===== src/markup_unit_tokenizer_macros.svh =====
// Assertion macros for the markup unit tokenizer.
// Assumes the module has clk and arst_n in scope; no other dependencies.
`ifndef MARKUP_UNIT_TOKENIZER_MACROS_SVH
`define MARKUP_UNIT_TOKENIZER_MACROS_SVH
`ifndef SYNTHESIS
`define MUT_ASSERT(lbl, prop, msg) \
	lbl: assert property (@(posedge clk) disable iff (!arst_n) prop) else $error(msg);
`define MUT_NEVER(lbl, expr, msg) \
	lbl: assert property (@(posedge clk) disable iff (!arst_n) !(expr)) else $error(msg);
`else
`define MUT_ASSERT(lbl, prop, msg)
`define MUT_NEVER(lbl, expr, msg)
`endif
`endif


===== src/mut_pkg.sv =====
// Shared types and widths for the markup unit tokenizer.
// No dependencies.
package mut_pkg;

	localparam int unsigned TOK_START_W = 16;
	localparam int unsigned TOK_END_W   = 17;
	localparam int unsigned APB_DATA_W  = 32;
	localparam int unsigned APB_ADDR_W  = 3;

	// register word index
	localparam logic REG_SCRIPT_MODE = 1'b0;

	typedef struct packed {
		logic [TOK_START_W-1:0] token_start;
		logic [TOK_END_W-1:0]   token_end;
		logic                   run_last;
	} tok_t;

	// up to two tokens produced by one byte, packed toward t0
	typedef struct packed {
		logic v0;
		logic v1;
		tok_t t0;
		tok_t t1;
	} tok_pair_t;

endpackage


===== src/mut_byte_if.sv =====
// Input channel of the tokenizer: one text byte per word.
// Depends on nothing.
interface mut_byte_if;
	logic       valid;
	logic       ready;
	logic [7:0] text_byte;
	logic       end_of_text;

	modport source(output valid, text_byte, end_of_text, input ready);
	modport sink(input valid, text_byte, end_of_text, output ready);
endinterface


===== src/mut_tok_if.sv =====
// Output channel of the tokenizer: one token offset pair per word.
// Depends on nothing.
interface mut_tok_if;
	logic        valid;
	logic        ready;
	logic [15:0] token_start;
	logic [16:0] token_end;
	logic        run_last;

	modport source(output valid, token_start, token_end, run_last, input ready);
	modport sink(input valid, token_start, token_end, run_last, output ready);
endinterface


===== src/mut_cfg.sv =====
// APB register file of the tokenizer: holds the script_mode bit.
// Depends on mut_pkg.
module mut_cfg import mut_pkg::*; (
	input  logic                  clk,
	input  logic                  arst_n,
	input  logic                  psel,
	input  logic                  penable,
	input  logic                  pwrite,
	input  logic [APB_ADDR_W-1:0] paddr,
	input  logic [APB_DATA_W-1:0] pwdata,
	output logic [APB_DATA_W-1:0] prdata,
	output logic                  pready,
	output logic                  script_mode
);

	logic script_mode_q;
	logic wr_en;

	assign pready = 1'b1;
	assign wr_en  = psel && penable && pwrite && pready && (paddr[2] == REG_SCRIPT_MODE);

	always_ff @(posedge clk or negedge arst_n) begin
		if (!arst_n) begin
			script_mode_q <= 1'b0;
		end else if (wr_en) begin
			script_mode_q <= pwdata[0];
		end
	end

	always_comb begin
		prdata = '0;
		if (paddr[2] == REG_SCRIPT_MODE) begin
			prdata[0] = script_mode_q;
		end
	end

	assign script_mode = script_mode_q;

endmodule


===== src/mut_core.sv =====
// Lexer step: input byte register, scan state and the per-byte token decision.
// Depends on mut_pkg and mut_byte_if.
module mut_core import mut_pkg::*; #(
	parameter int unsigned MAX_TEXT_LEN = 65536
) (
	input  logic         clk,
	input  logic         arst_n,
	input  logic         script_mode,
	input  logic         room,
	mut_byte_if.sink     byte_in,
	output tok_pair_t    push
);

	localparam int unsigned OFF_W = $clog2(MAX_TEXT_LEN);
	localparam logic [OFF_W-1:0] LAST_OFF = OFF_W'(MAX_TEXT_LEN - 1);

	localparam logic [7:0] CH_LBRACK = 8'h5B;
	localparam logic [7:0] CH_RBRACK = 8'h5D;
	localparam logic [7:0] CH_LBRACE = 8'h7B;
	localparam logic [7:0] CH_RBRACE = 8'h7D;
	localparam logic [7:0] CH_DASH   = 8'h2D;
	localparam logic [7:0] CH_GT     = 8'h3E;
	localparam logic [7:0] CH_AT     = 8'h40;
	localparam logic [7:0] CH_UNDER  = 8'h5F;

	typedef enum logic [2:0] {
		PH_IDLE,
		PH_RUN,
		PH_TAG,
		PH_BRACE,
		PH_DASH,
		PH_SEL
	} phase_t;

	function automatic logic is_space(input logic [7:0] c);
		return (c == 8'h20) || ((c >= 8'h09) && (c <= 8'h0D));
	endfunction

	function automatic logic is_alpha(input logic [7:0] c);
		return ((c >= 8'h41) && (c <= 8'h5A)) || ((c >= 8'h61) && (c <= 8'h7A));
	endfunction

	function automatic logic is_run_start(input logic [7:0] c);
		return is_alpha(c) || (c == CH_UNDER) || (c == CH_AT);
	endfunction

	function automatic logic is_run_part(input logic [7:0] c);
		return is_alpha(c) || ((c >= 8'h30) && (c <= 8'h39)) || (c == CH_UNDER) ||
			(c == CH_DASH);
	endfunction

	logic             valid_s1;
	logic [7:0]       byte_s1;
	logic             eot_s1;

	phase_t           phase_q, phase_n;
	logic [OFF_W-1:0] start_q, start_n;
	logic [OFF_W-1:0] off_q, off_n;
	logic             pcb_q, pcb_n;

	logic             fire, last;
	logic [OFF_W:0]   off_x, off_p1, st_p1;
	logic             bt_space, bt_tag, bt_run, bt_pend, bt_emit;
	phase_t           bt_phase;
	logic             e0_v, call_bt, b_emit;
	logic [OFF_W:0]   e0_end;
	tok_t             e0_tok, bt_tok;

	assign fire          = valid_s1 && room;
	assign byte_in.ready = !valid_s1 || room;

	always_ff @(posedge clk or negedge arst_n) begin
		if (!arst_n) begin
			valid_s1 <= 1'b0;
		end else if (byte_in.ready) begin
			valid_s1 <= byte_in.valid;
		end
	end

	always_ff @(posedge clk) begin
		if (byte_in.valid && byte_in.ready) begin
			byte_s1 <= byte_in.text_byte;
			eot_s1  <= byte_in.end_of_text;
		end
	end

	assign last   = eot_s1 || (off_q >= LAST_OFF);
	assign off_x  = {1'b0, off_q};
	assign off_p1 = {1'b0, off_q} + {{OFF_W{1'b0}}, 1'b1};
	assign st_p1  = {1'b0, start_q} + {{OFF_W{1'b0}}, 1'b1};

	// classification of the byte when it opens a fresh token
	always_comb begin
		bt_space = is_space(byte_s1);
		bt_tag   = !script_mode && (byte_s1 == CH_LBRACK);
		bt_run   = is_run_start(byte_s1);
		bt_pend  = script_mode && !last && ((byte_s1 == CH_LBRACE) || (byte_s1 == CH_DASH));
		bt_emit  = !bt_space && ((bt_tag || bt_run) ? last : !bt_pend);
		if (bt_space) begin
			bt_phase = PH_IDLE;
		end else if (bt_tag) begin
			bt_phase = last ? PH_IDLE : PH_TAG;
		end else if (bt_run) begin
			bt_phase = last ? PH_IDLE : PH_RUN;
		end else if (bt_pend) begin
			bt_phase = (byte_s1 == CH_LBRACE) ? PH_BRACE : PH_DASH;
		end else begin
			bt_phase = PH_IDLE;
		end
	end

	always_comb begin
		e0_v    = 1'b0;
		e0_end  = off_p1;
		call_bt = 1'b0;
		phase_n = phase_q;
		pcb_n   = pcb_q;
		unique case (phase_q)
			PH_RUN: begin
				if (is_run_part(byte_s1)) begin
					e0_v = last;
				end else begin
					e0_v    = 1'b1;
					e0_end  = off_x;
					call_bt = 1'b1;
				end
			end
			PH_TAG: begin
				if ((byte_s1 == CH_RBRACK) || last) begin
					e0_v    = 1'b1;
					phase_n = PH_IDLE;
				end
			end
			PH_BRACE: begin
				if (byte_s1 == CH_LBRACE) begin
					if (last) begin
						e0_v    = 1'b1;
						phase_n = PH_IDLE;
					end else begin
						phase_n = PH_SEL;
						pcb_n   = 1'b0;
					end
				end else begin
					e0_v    = 1'b1;
					e0_end  = st_p1;
					call_bt = 1'b1;
				end
			end
			PH_DASH: begin
				if (byte_s1 == CH_GT) begin
					e0_v    = 1'b1;
					phase_n = PH_IDLE;
				end else begin
					e0_v    = 1'b1;
					e0_end  = st_p1;
					call_bt = 1'b1;
				end
			end
			PH_SEL: begin
				if (pcb_q && (byte_s1 == CH_RBRACE)) begin
					e0_v    = 1'b1;
					phase_n = PH_IDLE;
					pcb_n   = 1'b0;
				end else if (last) begin
					// unclosed selector: token stops before the final byte
					e0_v    = 1'b1;
					e0_end  = off_x;
					call_bt = 1'b1;
				end else begin
					pcb_n = (byte_s1 == CH_RBRACE);
				end
			end
			default: begin
				call_bt = 1'b1;
			end
		endcase

		if (call_bt) begin
			phase_n = bt_phase;
		end
		start_n = (call_bt && !bt_space) ? off_q : start_q;
		if (last) begin
			phase_n = PH_IDLE;
			pcb_n   = 1'b0;
			off_n   = '0;
		end else begin
			off_n   = off_p1[OFF_W-1:0];
		end
	end

	assign b_emit = call_bt && bt_emit;

	always_comb begin
		e0_tok.token_start = TOK_START_W'(start_q);
		e0_tok.token_end   = TOK_END_W'(e0_end);
		e0_tok.run_last    = !b_emit;
		bt_tok.token_start = TOK_START_W'(off_q);
		bt_tok.token_end   = TOK_END_W'(off_p1);
		bt_tok.run_last    = 1'b1;
		push.v0 = fire && (e0_v || b_emit);
		push.v1 = fire && e0_v && b_emit;
		push.t0 = e0_v ? e0_tok : bt_tok;
		push.t1 = bt_tok;
	end

	always_ff @(posedge clk or negedge arst_n) begin
		if (!arst_n) begin
			phase_q <= PH_IDLE;
			start_q <= '0;
			off_q   <= '0;
			pcb_q   <= 1'b0;
		end else if (fire) begin
			phase_q <= phase_n;
			start_q <= start_n;
			off_q   <= off_n;
			pcb_q   <= pcb_n;
		end
	end

endmodule


===== src/mut_outq.sv =====
// Four-word token queue: up to two tokens in a cycle, one out a cycle on ready.
// Depends on mut_pkg, mut_tok_if and the assertion macro header.
`include "markup_unit_tokenizer_macros.svh"
module mut_outq import mut_pkg::*; (
	input  logic      clk,
	input  logic      arst_n,
	input  tok_pair_t push,
	output logic      room,
	mut_tok_if.source tok_out
);

	localparam int unsigned DEPTH = 4;
	localparam int unsigned AW    = $clog2(DEPTH);
	localparam int unsigned CW    = $clog2(DEPTH + 1);

	tok_t          mem [DEPTH];
	logic [AW-1:0] wp_q, rp_q;
	logic [CW-1:0] cnt_q;
	logic [CW-1:0] pushn;
	logic          pop;
	tok_t          head;

	assign pushn = CW'(push.v0) + CW'(push.v1);
	assign pop   = tok_out.valid && tok_out.ready;
	// room for a full pair, from registered state only
	assign room  = cnt_q <= CW'(DEPTH - 2);

	always_ff @(posedge clk) begin
		if (push.v0) begin
			mem[wp_q] <= push.t0;
		end
		if (push.v1) begin
			mem[wp_q + AW'(1)] <= push.t1;
		end
	end

	always_ff @(posedge clk or negedge arst_n) begin
		if (!arst_n) begin
			wp_q  <= '0;
			rp_q  <= '0;
			cnt_q <= '0;
		end else begin
			wp_q  <= wp_q + AW'(pushn);
			rp_q  <= rp_q + AW'(pop);
			cnt_q <= cnt_q + pushn - CW'(pop);
		end
	end

	assign head                = mem[rp_q];
	assign tok_out.valid       = cnt_q != '0;
	assign tok_out.token_start = head.token_start;
	assign tok_out.token_end   = head.token_end;
	assign tok_out.run_last    = head.run_last;

	`MUT_ASSERT(a_push_has_room, push.v0 |-> room, "token pushed without room")
	`MUT_ASSERT(a_pair_packed, push.v1 |-> push.v0, "second token pushed without first")
	`MUT_NEVER(a_cnt_bound, cnt_q > CW'(DEPTH), "queue count past depth")
	`MUT_ASSERT(a_cnt_track, 1'b1 |=> (cnt_q == CW'($past(cnt_q) + $past(pushn) - $past(CW'(pop)))), "queue count mismatch")

endmodule


===== src/markup_unit_tokenizer.sv =====
// Markup unit tokenizer: turns a byte stream into token offset pairs.
// Channels: byte_in (sink) takes one text byte per word with end_of_text set
//   on the final byte; tok_out (source) gives token_start / token_end words,
//   run_last set on the last token caused by a byte. Both are valid/ready.
// APB port: register 0 (script_mode, bit 0) at byte address 0; write only
//   while no byte is in flight. pready is tied high.
// Path: an accepted byte is held in the input byte register, scanned from there
//   once the queue has room, and its tokens enter the queue and leave on tok_out.
// Throughput: one byte per cycle while the queue has room; a byte can yield two
//   tokens, and tok_out drains one word per cycle while tok_out.ready is high.
// Stall: tokens collect in a four-word queue; byte_in.ready drops once a byte is
//   held and fewer than two free words remain, from registered state only.
// Reset: arst_n clears scan state, offset and queue; script_mode returns to
//   block mode. Offsets restart at zero after each end of text, and the byte
//   at offset MAX_TEXT_LEN-1 closes the text by itself.
module markup_unit_tokenizer import mut_pkg::*; #(
	parameter int unsigned MAX_TEXT_LEN = 65536
) (
	input  logic                  clk,
	input  logic                  arst_n,
	input  logic                  psel,
	input  logic                  penable,
	input  logic                  pwrite,
	input  logic [APB_ADDR_W-1:0] paddr,
	input  logic [APB_DATA_W-1:0] pwdata,
	output logic [APB_DATA_W-1:0] prdata,
	output logic                  pready,
	mut_byte_if.sink              byte_in,
	mut_tok_if.source             tok_out
);

	logic      script_mode;
	logic      room;
	tok_pair_t push;

	mut_cfg u_cfg (
		.clk         (clk),
		.arst_n      (arst_n),
		.psel        (psel),
		.penable     (penable),
		.pwrite      (pwrite),
		.paddr       (paddr),
		.pwdata      (pwdata),
		.prdata      (prdata),
		.pready      (pready),
		.script_mode (script_mode)
	);

	mut_core #(
		.MAX_TEXT_LEN (MAX_TEXT_LEN)
	) u_core (
		.clk         (clk),
		.arst_n      (arst_n),
		.script_mode (script_mode),
		.room        (room),
		.byte_in     (byte_in),
		.push        (push)
	);

	mut_outq u_outq (
		.clk     (clk),
		.arst_n  (arst_n),
		.push    (push),
		.room    (room),
		.tok_out (tok_out)
	);

endmodule


===== src/flat_wrapper.sv =====
// flat-port wrapper written by rule: the top's interface ports become plain ports
module markup_unit_tokenizer_flat import mut_pkg::*;
#(
	parameter int unsigned MAX_TEXT_LEN = 65536
)
  (clk, arst_n, psel, penable, pwrite, paddr, pwdata, prdata, pready, byte_in_valid, byte_in_text_byte, byte_in_end_of_text, byte_in_ready, tok_out_valid, tok_out_token_start, tok_out_token_end, tok_out_run_last, tok_out_ready);
  mut_byte_if byte_in_i ();
  mut_tok_if tok_out_i ();
  input  logic clk;
  input  logic arst_n;
  input  logic psel;
  input  logic penable;
  input  logic pwrite;
  input  logic [APB_ADDR_W-1:0] paddr;
  input  logic [APB_DATA_W-1:0] pwdata;
  output logic [APB_DATA_W-1:0] prdata;
  output logic pready;
  input wire logic [$bits(byte_in_i.valid)-1:0] byte_in_valid;
  input wire logic [$bits(byte_in_i.text_byte)-1:0] byte_in_text_byte;
  input wire logic [$bits(byte_in_i.end_of_text)-1:0] byte_in_end_of_text;
  output wire logic [$bits(byte_in_i.ready)-1:0] byte_in_ready;
  output wire logic [$bits(tok_out_i.valid)-1:0] tok_out_valid;
  output wire logic [$bits(tok_out_i.token_start)-1:0] tok_out_token_start;
  output wire logic [$bits(tok_out_i.token_end)-1:0] tok_out_token_end;
  output wire logic [$bits(tok_out_i.run_last)-1:0] tok_out_run_last;
  input wire logic [$bits(tok_out_i.ready)-1:0] tok_out_ready;
  assign byte_in_i.valid = byte_in_valid;
  assign byte_in_i.text_byte = byte_in_text_byte;
  assign byte_in_i.end_of_text = byte_in_end_of_text;
  assign byte_in_ready = byte_in_i.ready;
  assign tok_out_valid = tok_out_i.valid;
  assign tok_out_token_start = tok_out_i.token_start;
  assign tok_out_token_end = tok_out_i.token_end;
  assign tok_out_run_last = tok_out_i.run_last;
  assign tok_out_i.ready = tok_out_ready;
  markup_unit_tokenizer #(.MAX_TEXT_LEN(MAX_TEXT_LEN)) u_core (.clk(clk), .arst_n(arst_n), .psel(psel), .penable(penable), .pwrite(pwrite), .paddr(paddr), .pwdata(pwdata), .prdata(prdata), .pready(pready), .byte_in(byte_in_i), .tok_out(tok_out_i));
endmodule

===== config.mk =====
export PLATFORM = sky130hd
export DESIGN_NAME = markup_unit_tokenizer_flat
export DESIGN_NICKNAME = d
export VERILOG_FILES = /design/src/mut_pkg.sv /design/src/mut_byte_if.sv /design/src/mut_tok_if.sv /design/src/mut_cfg.sv /design/src/mut_core.sv /design/src/mut_outq.sv /design/src/markup_unit_tokenizer.sv /design/src/flat_wrapper.sv
export VERILOG_INCLUDE_DIRS = /design/src /design/src/src
export SDC_FILE = /design/constraint.sdc
export NUM_CORES = 1
export LEC_CHECK = 0
export BUFFER_PORTS_ARGS = -buffer_cell sky130_fd_sc_hd__buf_4
export CAP_MARGIN = 20
export CELL_PAD_IN_SITES_DETAIL_PLACEMENT = 1
export CELL_PAD_IN_SITES_GLOBAL_PLACEMENT = 2
export CORE_MARGIN = 1.5
export CORE_UTILIZATION = 28
export CTS_CLUSTER_SIZE = 30
export DETAILED_ROUTE_END_ITERATION = 8
export PLACE_DENSITY_LB_ADDON = 0.2
export SKIP_CTS_REPAIR_TIMING = 1
export SLEW_MARGIN = 15
export SYNTH_ARGS = -nofsm -noshare
export SYNTH_HDL_FRONTEND = slang
export SYNTH_SLANG_ARGS = --single-unit

===== constraint.sdc =====
create_clock -name clk -period 9.8 [get_ports clk]
set_clock_uncertainty 0.1 [all_clocks]
set_input_delay 1.47 -clock clk [delete_from_list [all_inputs] [get_ports clk]]
set_output_delay 1.47 -clock clk [all_outputs]
set_load 0.005 [all_outputs]

==> results.cfg <==
[yosys]
synth_common_cells = 141 x edfxtp_1, 67 x o22ai_1, 61 x a22o_1
yosysWarningCount = 0
synth_mux_area_frac = 0.09095
synthSimpleGateAreaFrac = 0.08951
synth_xor_area_frac = 0.02611
synth_edf_count = 141
syn_avg_cell_area_um2 = 12.40
synth_top_area_share = 0.4071
async_flop_share = 0.2368
synth_fa_ha_area_frac = 0.01275
synthCells = 839
syn_area_um2 = 10400
yosysUniqueCellTypes = 84
ys_ff_latch = 190
seq_area_frac_synth = 0.5231
ys.flop_type = edfxtp_1
synth_top_family_by_area = compound AO/OA/AOI/OAI gates
synth_compound_area_frac = 0.1917
synth.area.top_cells = edfxtp_1 41%, dfrtp_1 11%, mux4_2 7.4%
yosysMostFrequentCell = edfxtp_1
yosysTopAreaCell = edfxtp_1

[power_and_ir_drop]
combPwrFrac = 0.379
power_density_nw_per_um2 = 261.5
pwr-share-clk = 0.236
pwr-share-seq = 0.385
peakVddDrop_v = 0.0001288
p_sw_mw = 1.136
leakagePower_nw = 4.043
p_int_mw = 1.902
swShare = 0.3738
p_total_mw = 3.038

[worst_setup_path]
critical_path_class = flop to flop
critPathBufInv = 2
endpoint_kind = flop
cp-start-kind = flop
crit_path_start = u_core.u_core.off_q[0]$_DFFE_PN0P_
cp.required_ns = 9.80
timing.rr.start = u_core.u_core.off_q[0]$_DFFE_PN0P_
slowest_stage = nand2_1
path_common_cell = nand2_1
cp_max_fo = 24
slowest_delay_ns = 0.65
path_cells = ha_1, nand3_2, nor4_4, or2_2, inv_1, o21ai_2, o211a_1, nand2_1, nand2_1, buf_4
critPathArrivalTime_ns = 5.19
cp_top_family = simple AND/OR/NAND/NOR gates

[clock_tree]
htree_levels = 4
clock-sinks = 190
clockBufferDepth = 2
insertion_delay_ns = 0.45
clk_pin_slew_ns = 0.07
cts_tree = built
cts_buffers = 17
root_buffer = clkbuf_16

[cells_and_area]
layout-area-overhead-vs-synth_pct = 11.71
layout.nets = 908
diodes = 0
drive_gt1_frac = 0.2267
final_util = 0.3173
instances_no_fill = 1328

[sta]
finalCritPeriodShare = 0.5294
tightest_slew_ns = 1.110
finalWorstSetupSlack_ns = 4.612
timing.fmax_mhz = 192.7
tns_ns = 0
maxSlewViolCount = 0
setup_viol = 0
hold_violations = 0
maxSlewHeadroom = 0.2597
period_needed_ns = 5.188
rsz0062_at_grt = no

[detailed_routing]
vias = 7242
drcViolationCount = 0
drtAntennaViolNets = 0
drt-total-wl_mm = 32.43
drt_iter0_markers = 547
wl_per_cell_um = 24.42
firstDrtPassIters = 5
viasPerCell = 5.453

[floorplan]
die_w_um = 195.7
pin_count = 120
die_height_um = 195.7
die_area_um2 = 38310
coreArea_um2 = 36610
initial_core_util = 0.2841
rows = 70

[placed_design]
placed_cells = 1296
dp_hpwl_mm = 21.70
io_buffer_count = 54
place.gp.congestion = 0.7652
dp_worst_setup_slack_ns = 4.580

[worst_hold_path]
worstHoldStart = u_core.u_outq.mem[3][0]$_SDFFE_PP1N_
hp-class = flop to flop

[grt]
grt_overflow = 0
grt_pass1_vias = 7253
grt_pass1_wl_mm = 48.99
grt_util_all_layers = 0.1745
grt_max_degree = 46
antenna_found_initial = 0

[status]
status = completed

[job]
maxCapViolations = 0
metal layers:
layer / GRT usage / vias up / wire (um)
li1: - / 3267 / -
met1: 0.2447 / 3740 / 15170
met2: 0.2790 / 213 / 15450
met3: 0.02630 / 22 / 1261
met5: 0 / - / 0
met4: 0.05214 / 0 / 552
kinds of logic after synthesis:
kind of cell               count (synthesis)
AOI/OAI and AO/OA                        260
xor gates and xnor gates                  31
adders and majority gates                 10
buffers and inverters                    131
DFF                                      190
muxes                                     50
other                                      2
and+or+nand+nor                          165
cells in the final DEF, fill, tap and decap left out, types with 5 or more instances in the layout:
| cell type | count |
|---|---|
| edfxtp_1 | 141 |
| buf_4 | 71 |
| o22ai_1 | 67 |
| a22o_1 | 61 |
| dfrtp_1 | 44 |
| nand2_1 | 41 |
| mux4_2 | 34 |
| conb_1 | 32 |
| o21ai_0 | 28 |
| nor2_1 | 26 |
| inv_1 | 19 |
| nand3_1 | 19 |
| clkbuf_16 | 17 |
| xnor2_1 | 16 |
| mux2_2 | 16 |
| xor2_1 | 15 |
| a21oi_1 | 14 |
| nor3_1 | 13 |
| nand4_1 | 9 |
| a22o_2 | 9 |
| ha_1 | 9 |
| nor2b_1 | 8 |
| nand2b_1 | 7 |
| a21o_1 | 7 |
| o31ai_1 | 6 |
| a222oi_1 | 6 |
| and3_1 | 5 |
| a22oi_1 | 5 |
area by class of cell:
class	count	area, um^2
clock buffer	19	432.9
tap	468	585.6
clock inverter	13	151.4
sequential	190	5441
fill	3989	24990
multi-input combinational	548	4402
inverter	19	71.32
timing repair buffer	71	533.0
worst register-to-register path: stages, from the launching register on:
cell     delay, ns
dfrtp_1       0.64
ha_1          0.38
nand3_2       0.23
nor4_4        0.50
or2_2         0.37
inv_1         0.24
o21ai_2       0.17
o211a_1       0.42
nand2_1       0.61
nand2_1       0.66
buf_4         0.50
registers in the layout, summed over array words and instances (netlist names):
| name | flops |
|---|---|
| u_core.u_cfg.script_mode | 1 |
| u_core.u_core.byte_s1 | 8 |
| u_core.u_core.eot_s1 | 1 |
| u_core.u_core.off_q | 16 |
| u_core.u_core.pcb_q | 1 |
| u_core.u_core.phase_q | 3 |
| u_core.u_core.start_q | 16 |
| u_core.u_core.valid_s1 | 1 |
| u_core.u_outq.cnt_q | 3 |
| u_core.u_outq.mem | 136 |
| u_core.u_outq.rp_q | 2 |
| u_core.u_outq.wp_q | 2 |
path summary, 6_finish.rpt:
kind                                                   endpoint  slack, ns  depth (start not counted)
min                        u_core.u_outq.mem[3][0]$_SDFFE_PP1N_       0.36                          2
min in group asynchronous      u_core.u_outq.cnt_q[0]$_DFF_PN0_       0.95                          1
min reg2reg                u_core.u_outq.mem[3][0]$_SDFFE_PP1N_       0.36                          2
max reg2reg                  u_core.u_outq.mem[1][26]$_DFFE_PP_       4.61                         10
max                          u_core.u_outq.mem[1][26]$_DFFE_PP_       4.61                         10
max in group asynchronous       u_core.u_outq.rp_q[0]$_DFF_PN0_       8.16                          1
per-stage QoR:
step	hold WS, ns	area [um^2]
after floorplan	0.3370	10510
after global placement	0.3509	11030
after detailed placement	0.3551	11030
after CTS	0.3647	11620
after global routing	0.3873	11620
final	0.3617	11620
power by group through the flow:
stage	Clock (mW)	Sequential (mW)	Combinational, mW
final	0.717	1.17	1.15
after global routing	0.763	1.19	1.25
after floorplan	0	1.12	0.770
after detailed placement	0	1.19	1.18
after CTS	0.734	1.18	1.18
after global placement	0	1.19	1.17
Note: power is estimated with default switching activity, not from simulation.
